===== src/design/rbot_pkg.sv =====
`default_nettype none

package rbot_pkg;

   localparam int RELAYS_DEFAULT      = 8;
   localparam int TIMER_WIDTH_DEFAULT = 16;

   typedef enum logic [2:0] {
      OP_SET_ON     = 3'd0,
      OP_SET_OFF    = 3'd1,
      OP_GET_STATUS = 3'd2,
      OP_SET_ALL    = 3'd3,
      OP_TICK       = 3'd4
   } opcode_type;

   localparam logic STATUS_OK    = 1'b0;
   localparam logic STATUS_ERROR = 1'b1;

   typedef struct packed {
      logic [2:0]  opcode;
      logic [3:0]  relay_number;
      logic [15:0] on_seconds;
      logic [7:0]  all_on_mask;
      logic [7:0]  all_off_mask;
      logic [63:0] all_times;
      logic        all_well_formed;
   } req_type;

   typedef struct packed {
      logic       status_code;
      logic [7:0] read_value;
   } rsp_type;

   // Per-relay update request from the command decoder.
   typedef struct packed {
      logic set_on;
      logic clear;
      logic tick;
   } relay_cmd_type;

endpackage

`default_nettype wire


===== src/design/rbot_relay.sv =====
`default_nettype none

module rbot_relay #(
   parameter int TIMER_WIDTH = rbot_pkg::TIMER_WIDTH_DEFAULT
) (
   input  wire logic                      clock,
   input  wire logic                      reset,
   input  wire rbot_pkg::relay_cmd_type   cmd,
   input  wire logic [TIMER_WIDTH-1:0]    load_value,
   output logic                           relay_on,
   output logic                           armed
);

   logic                   on_ff, on_in;
   logic [TIMER_WIDTH-1:0] seconds_ff, seconds_in;

   always_comb begin
      on_in      = on_ff;
      seconds_in = seconds_ff;
      priority if (cmd.set_on) begin
         on_in      = 1'b1;
         seconds_in = load_value;
      end else if (cmd.clear) begin
         on_in      = 1'b0;
         seconds_in = '0;
      end else if (cmd.tick && (seconds_ff != '0)) begin
         seconds_in = seconds_ff - TIMER_WIDTH'(1);
         // The last second of the countdown switches the relay off.
         if (seconds_ff == TIMER_WIDTH'(1)) begin
            on_in = 1'b0;
         end
      end
   end

   always_ff @(posedge clock) begin
      if (reset) begin
         on_ff      <= 1'b0;
         seconds_ff <= '0;
      end else begin
         on_ff      <= on_in;
         seconds_ff <= seconds_in;
      end
   end

   assign relay_on = on_ff;
   assign armed    = (seconds_ff != '0);

endmodule

`default_nettype wire


===== src/design/relay_bank_with_off_timers.sv =====
// Bank of relays with per-relay auto-off countdown timers.
// The req channel carries decoded commands (set on, set off, get status,
// set all) and one-second ticks; every item gives exactly one item on the
// rsp channel with a status code and, for get status, the read value.
// Both channels use valid/stall; an item moves at a clock edge with valid
// high and stall low.
// An accepted item sits in an input register, where the command is decoded,
// all relays update in parallel and the response is formed; the response
// is then held in the result register. rsp_valid rises when the item moves
// from the input register to the result register, which a receiver stall
// can delay; one item is taken every cycle while the receiver does not stall.
// The single decode stage between the two registers sets that rate.
// When the receiver stalls, the result register holds its item and the
// input register can still take one more item; after that req_stall rises.
// Synchronous reset switches every relay off, disarms every timer and
// empties both registers.
`default_nettype none

module relay_bank_with_off_timers #(
   parameter int RELAYS      = rbot_pkg::RELAYS_DEFAULT,
   parameter int TIMER_WIDTH = rbot_pkg::TIMER_WIDTH_DEFAULT
) (
   input  wire logic              clock,
   input  wire logic              reset,
   input  wire logic              req_valid,
   output logic                   req_stall,
   input  wire rbot_pkg::req_type req_payload,
   output logic                   rsp_valid,
   input  wire logic              rsp_stall,
   output rbot_pkg::rsp_type      rsp_payload
);

   localparam logic [31:0] TIMER_MAX = 32'((64'd1 << TIMER_WIDTH) - 64'd1);

   logic              in_valid_ff;
   rbot_pkg::req_type in_ff;
   logic              rsp_valid_ff;
   rbot_pkg::rsp_type rsp_ff, rsp_in;
   logic              advance;
   logic              fire;

   rbot_pkg::relay_cmd_type cmd [RELAYS];
   logic [TIMER_WIDTH-1:0]  load [RELAYS];
   logic [RELAYS-1:0]       relay_on;
   logic [RELAYS-1:0]       armed;
   logic [RELAYS-1:0]       sel;
   logic                    rel_bad;
   logic [TIMER_WIDTH-1:0]  set_on_time;

   assign advance   = !rsp_valid_ff || !rsp_stall;
   assign fire      = in_valid_ff && advance;
   assign req_stall = in_valid_ff && !advance;

   always_ff @(posedge clock) begin
      if (reset) begin
         in_valid_ff  <= 1'b0;
         rsp_valid_ff <= 1'b0;
      end else begin
         if (!req_stall) begin
            in_valid_ff <= req_valid;
         end
         if (advance) begin
            rsp_valid_ff <= in_valid_ff;
         end
      end
   end

   always_ff @(posedge clock) begin
      if (req_valid && !req_stall) begin
         in_ff <= req_payload;
      end
      if (fire) begin
         rsp_ff <= rsp_in;
      end
   end

   always_comb begin
      for (int i = 0; i < RELAYS; i++) begin
         sel[i] = (in_ff.relay_number == 4'(i + 1));
      end
      rel_bad = (in_ff.relay_number == 4'd0) || (in_ff.relay_number > 4'(RELAYS));
      if (32'(in_ff.on_seconds) > TIMER_MAX) begin
         set_on_time = TIMER_WIDTH'(TIMER_MAX);
      end else begin
         set_on_time = TIMER_WIDTH'(in_ff.on_seconds);
      end
   end

   // Decode: per-relay update requests and the response. The response reads
   // the relay state as it stands before this item's update.
   always_comb begin
      rsp_in.status_code = rbot_pkg::STATUS_OK;
      rsp_in.read_value  = 8'd0;
      for (int i = 0; i < RELAYS; i++) begin
         cmd[i]  = '0;
         load[i] = set_on_time;
      end
      unique case (in_ff.opcode)
         rbot_pkg::OP_SET_ON: begin
            if (rel_bad) begin
               rsp_in.status_code = rbot_pkg::STATUS_ERROR;
            end else begin
               for (int i = 0; i < RELAYS; i++) begin
                  cmd[i].set_on = fire && sel[i];
               end
            end
         end
         rbot_pkg::OP_SET_OFF: begin
            if (rel_bad) begin
               rsp_in.status_code = rbot_pkg::STATUS_ERROR;
            end else begin
               for (int i = 0; i < RELAYS; i++) begin
                  cmd[i].clear = fire && sel[i];
               end
            end
         end
         rbot_pkg::OP_GET_STATUS: begin
            if (in_ff.relay_number == 4'd0) begin
               rsp_in.read_value = 8'(relay_on);
            end else if (rel_bad) begin
               rsp_in.status_code = rbot_pkg::STATUS_ERROR;
            end else begin
               rsp_in.read_value = 8'(|(relay_on & sel));
            end
         end
         rbot_pkg::OP_SET_ALL: begin
            if (!in_ff.all_well_formed) begin
               rsp_in.status_code = rbot_pkg::STATUS_ERROR;
            end else begin
               for (int i = 0; i < RELAYS; i++) begin
                  cmd[i].set_on = fire && in_ff.all_on_mask[i];
                  cmd[i].clear  = fire && in_ff.all_off_mask[i];
                  load[i]       = TIMER_WIDTH'(in_ff.all_times[8*i +: 8]);
               end
            end
         end
         rbot_pkg::OP_TICK: begin
            for (int i = 0; i < RELAYS; i++) begin
               cmd[i].tick = fire;
            end
         end
         default: begin
            rsp_in.status_code = rbot_pkg::STATUS_ERROR;
         end
      endcase
   end

   for (genvar g = 0; g < RELAYS; g++) begin : g_relay
      rbot_relay #(
         .TIMER_WIDTH (TIMER_WIDTH)
      ) u_relay (
         .clock      (clock),
         .reset      (reset),
         .cmd        (cmd[g]),
         .load_value (load[g]),
         .relay_on   (relay_on[g]),
         .armed      (armed[g])
      );
   end

   assign rsp_valid   = rsp_valid_ff;
   assign rsp_payload = rsp_ff;

`ifndef SYNTHESIS
   // A relay that is off never has a running timer.
   a_off_not_armed: assert property (@(posedge clock) disable iff (reset)
      (armed & ~relay_on) == '0)
      else $error("relay off with an armed timer");

   // An accepted item always lands in the input register.
   a_accept_lands: assert property (@(posedge clock) disable iff (reset)
      (req_valid && !req_stall) |=> in_valid_ff)
      else $error("accepted item lost");

   // A new response appears only when an item was waiting in the input register.
   a_rsp_from_item: assert property (@(posedge clock) disable iff (reset)
      $rose(rsp_valid_ff) |-> $past(in_valid_ff))
      else $error("response without an item");
`endif

endmodule

`default_nettype wire


===== config.mk =====
export PLATFORM = sky130hd
export DESIGN_NAME = relay_bank_with_off_timers
export DESIGN_NICKNAME = d
export VERILOG_FILES = /design/src/design/rbot_pkg.sv /design/src/design/rbot_relay.sv /design/src/design/relay_bank_with_off_timers.sv
export SDC_FILE = /design/constraint.sdc
export NUM_CORES = 1
export LEC_CHECK = 0
export BUFFER_PORTS_ARGS = -buffer_cell sky130_fd_sc_hd__buf_2
export CAP_MARGIN = 20
export CORE_ASPECT_RATIO = 0.9
export CORE_UTILIZATION = 33
export DETAILED_ROUTE_END_ITERATION = 8
export MAX_ROUTING_LAYER = met4
export SYNTH_ARGS = -nofsm -noshare
export SYNTH_HDL_FRONTEND = slang
export SYNTH_SLANG_ARGS = --single-unit

===== constraint.sdc =====
create_clock -name clock -period 6.7 [get_ports clock]
set_input_delay 0.335 -clock clock [delete_from_list [all_inputs] [get_ports clock]]
set_output_delay 0.335 -clock clock [all_outputs]
set_load 0.005 [all_outputs]

==> impl_summary.txt <==
----------------------------------------------------
[Clocking]
  Post-CTS repair timing setup buffer count ... 0
  Number of levels in the clock H-tree ... 1
  Clock-pin slew of the registers on the worst-case setup and hold paths ... 60 ps
  Worst-Skew Late Latency ... 590 ps
  Clk sink count ... 251
  Buffer levels on the longest clock path ... 3
  Inserted Clock Buffers ... 29
  Clk root buf ... sky130_fd_sc_hd__clkbuf_16
  CTS tree ... done

[Logic synthesis]
  Combinational family with the most area after synthesis ... compound AO/OA/AOI/OAI gates
  Syn Area/Cell ... 9.40 um^2
  Number of enable-type register cells in the synthesized netlist ... 113
  Compound-Gate Fraction of Synth Area ... 0.229
  Cell area after technology mapping ... 0.0133 mm^2
  Share of synthesized area occupied by flip-flops and latches ... 0.461
  Top cell type by total area after synthesis ... sky130_fd_sc_hd__edfxtp_1
  Post-synth ARST share ... 0
  Synthesized Nets ... 1,552
  Share of the synthesized area in the top cell type ... 0.254
  Library cells used by synthesis ... 83
  Synthesized flop and latch total ... 251
  Post-synthesis mux area share ... 0.00712
  Most used flip-flop cell after synthesis ... sky130_fd_sc_hd__dfxtp_1
  Most common cell in the netlist ... sky130_fd_sc_hd__dfxtp_1
  Total of warnings raised by yosys ... 0
  Xor/xnor share of the synthesized area ... 0.0243
  Commonest cells in the netlist ... sky130_fd_sc_hd__dfxtp_1, sky130_fd_sc_hd__edfxtp_1, sky130_fd_sc_hd__nand2_1, sky130_fd_sc_hd__a21oi_1, sky130_fd_sc_hd__nor2_1
  Share of synthesized cell area in full adder, half adder and majority cells ... 0.0225
  Cells after Synth ... 1,420
  Cells taking the most area after synthesis ... sky130_fd_sc_hd__edfxtp_1, sky130_fd_sc_hd__dfxtp_1, sky130_fd_sc_hd__a21oi_1
  Post-synthesis simple-gate area fraction ... 0.214

[Routing]
  Number of design-rule violations left by the first detailed-router iteration ... 1,225
  First-pass DRT Iterations ... 5
  Post-route DRC ... 0
  Total number of vias ... 12,800
  Antenna-violating nets left ... 0
  Post-detailed-route wirelength per cell ... 21.5 um
  Vias per cell ... 5.94
  Routed wire length ... 46,400 um

[STA]
  Least-Margin Pin Slew ... 1070 ps
  Post-Route Skew ... 35.9 ps
  RSZ-0062 raised after global routing ... false
  Rel. slew slack ... 0.278
  Highest achievable clock rate ... 290 MHz
  Number of hold violations in the final report ... 0
  Final-report max-slew violation count ... 0
  Sum of negative setup slack ... 0 ps
  Post-route minimum period ... 3440 ps
  Total of endpoints with negative setup slack in the final report ... 0
  Final period utilization ... 0.514
  Post-route worst hold slack ... 34.5 ps

[Global route]
  Number of antenna violations at the first check in global routing ... 0
  Largest net degree at the start of global routing ... 78
  Vias in the first global route ... 12,000
  First-pass GRT wire length ... 69,600 um
  Global routing usage summed across all routing layers ... 0.224
  Grt ovf ... 0

[Cells and area]
  Share of post-route cells with drive strength above 1 ... 0.134
  P&R area growth vs syn ... 23.4%
  Fill cells ... 3,942
  Antenna fix cells ... 0
  Finished Layout Cells ... 2,158
  Post-layout nets ... 1,735
  Register area ... 0.00616 mm^2
  Area taken by multi-input logic gates ... 0.00665 mm^2

[Placement]
  Final weighted congestion of routability-driven global placement ... 0.929
  IO buf count ... 118
  Instance count after placement with tap cells included ... 1,998
  HPWL reported at the end of detailed placement ... 30,700 um

[Pwr]
  Areal power density over the cells ... 241 mW/mm^2
  Total leakage power ... 5.91 nW
  PnR Total Power ... 3.98 mW
  Worst IR Drop VDD ... 0.163 mV

[Floorplan]
  Horizontal extent of the die ... 214 um
  Die boundary height ... 193 um
  Die Area ... 0.0413 mm^2
  Site row count ... 69
  Total I/O pin count ... 119
  Floorplan Core Area ... 0.0397 mm^2
  Initial core utilization ... 0.336

[Status]
  Result of the run ... complete, no violations

[Hold path]
  Hold Path Class ... input pin to flop

[Critical path]
  Largest fanout on the critical path ... 44
  Arr. time, crit path ... 3890 ps
  Required time worst endpoint ... 7150 ps
  Element type at the critical path start ... flop
  Kind of end point of the critical path ... flop
  Critical Setup Path Class ... flop to flop

[Job]
  Count of max-cap constraint violations ... 0

----------------------------------------------------
[timing repair]
action,in CTS,in global routing
hold endpoints to repair,105,0
resized for setup,0,0
hold buffers,105,0
[placed cells by master (no fill, tap or decap), types with 10 or more instances in the layout]
master,count
sky130_fd_sc_hd__a31oi_1,20
sky130_fd_sc_hd__or3_1,18
sky130_fd_sc_hd__nand2b_1,17
sky130_fd_sc_hd__nor2_1,80
sky130_fd_sc_hd__dfxtp_1,138
sky130_fd_sc_hd__a211oi_1,47
sky130_fd_sc_hd__a22oi_1,12
sky130_fd_sc_hd__xor2_1,21
sky130_fd_sc_hd__ha_1,24
sky130_fd_sc_hd__nor3_1,63
sky130_fd_sc_hd__inv_1,48
sky130_fd_sc_hd__clkbuf_16,29
sky130_fd_sc_hd__a221oi_1,12
sky130_fd_sc_hd__and3_1,19
sky130_fd_sc_hd__xnor2_1,16
sky130_fd_sc_hd__edfxtp_1,113
sky130_fd_sc_hd__and2_1,30
sky130_fd_sc_hd__dlygate4sd3_1,105
sky130_fd_sc_hd__o21ai_0,24
sky130_fd_sc_hd__or4_1,15
sky130_fd_sc_hd__nand4_1,41
sky130_fd_sc_hd__buf_4,17
sky130_fd_sc_hd__nand3_1,57
sky130_fd_sc_hd__nor4_1,38
sky130_fd_sc_hd__a32oi_1,25
sky130_fd_sc_hd__o31ai_1,15
sky130_fd_sc_hd__a21oi_1,94
sky130_fd_sc_hd__o22a_1,10
sky130_fd_sc_hd__o22ai_1,37
sky130_fd_sc_hd__o211ai_1,15
sky130_fd_sc_hd__buf_2,120
sky130_fd_sc_hd__nand2_1,102
[stage by stage]
step	worst slack [ps]	area (um^2)	util
3_5_place_dp	3330	14400	0.362
3_3_place_gp	3400	14400	0.362
2_1_floorplan	959	13300	-
5_1_grt	2980	16500	0.415
4_1_cts	3280	16500	0.415
6_report	3260	16500	0.415
[area by class of cell]
| type | count | area share |
|---|---|---|
| Multi-Input combinational cell | 1029 | 0.403 |
| Sequential cell | 251 | 0.374 |
| Timing Repair Buffer | 243 | 0.108 |
| Clock buffer | 32 | 0.0447 |
| Tap cell | 532 | 0.0404 |
| Clock inverter | 22 | 0.0185 |
| Inverter | 49 | 0.0112 |
[power breakdown]
part           internal (mW)  switching (mW)  total (mW)
registers               1.67          0.0532        1.72
clock network           1.06           0.679        1.74
logic                  0.206           0.309       0.515
[critical path, stage by stage, from the launching register on]
cell and delay [ps]:
sky130_fd_sc_hd__edfxtp_1 510, sky130_fd_sc_hd__and4b_4 780, sky130_fd_sc_hd__buf_4 530, sky130_fd_sc_hd__a32oi_1 330, sky130_fd_sc_hd__nor2_1 630, sky130_fd_sc_hd__a21oi_1 150
sky130_fd_sc_hd__a2111oi_0 340
[path summary, 6_finish.rpt]
check / start / end / slack, ps / depth (start not counted)
max: in_ff[103]$_DFFE_PP_ / g_relay[4].u_relay.seconds_ff[13]$_SDFFE_PP0P_ / 3260 / 6
min: rsp_stall / rsp_valid$_SDFFE_PP0N_ / 30 / 3
max reg2reg: in_ff[103]$_DFFE_PP_ / g_relay[4].u_relay.seconds_ff[13]$_SDFFE_PP0P_ / 3260 / 6
min reg2reg: in_valid_ff$_SDFFE_PP0N_ / rsp_valid$_SDFFE_PP0N_ / 490 / 2
[logic make-up after synthesis]
kind of cell             count (synthesis)
AO/OA/AOI/OAI                          426
AND/OR/NAND/NOR                        534
flip-flops                             251
buffers and inverters                  140
adder cells (fa/ha/maj)                 24
XOR/XNOR                                37
multiplexers                             8
[metal layers]
metal / track usage / up-vias / part of all wire / wire [um]
li1: - / 5947 / - / -
met1: 0.296 / 6209 / 0.44 / 20400
met2: 0.340 / 577 / 0.43 / 20100
met3: 0.0441 / 89 / 0.092 / 4250
met4: 0.0800 / 0 / 0.036 / 1660
met5: - / - / 0 / 0
[registers in the layout (all words and copies together) (netlist names)]
register and count:
in_ff 88, rsp_valid 1, g_relay.u_relay.relay_on 8, g_relay.u_relay.seconds_ff 128, set_on_time 16, in_valid_ff 1
rsp_payload 9
Power figures use the tool's default switching activity.
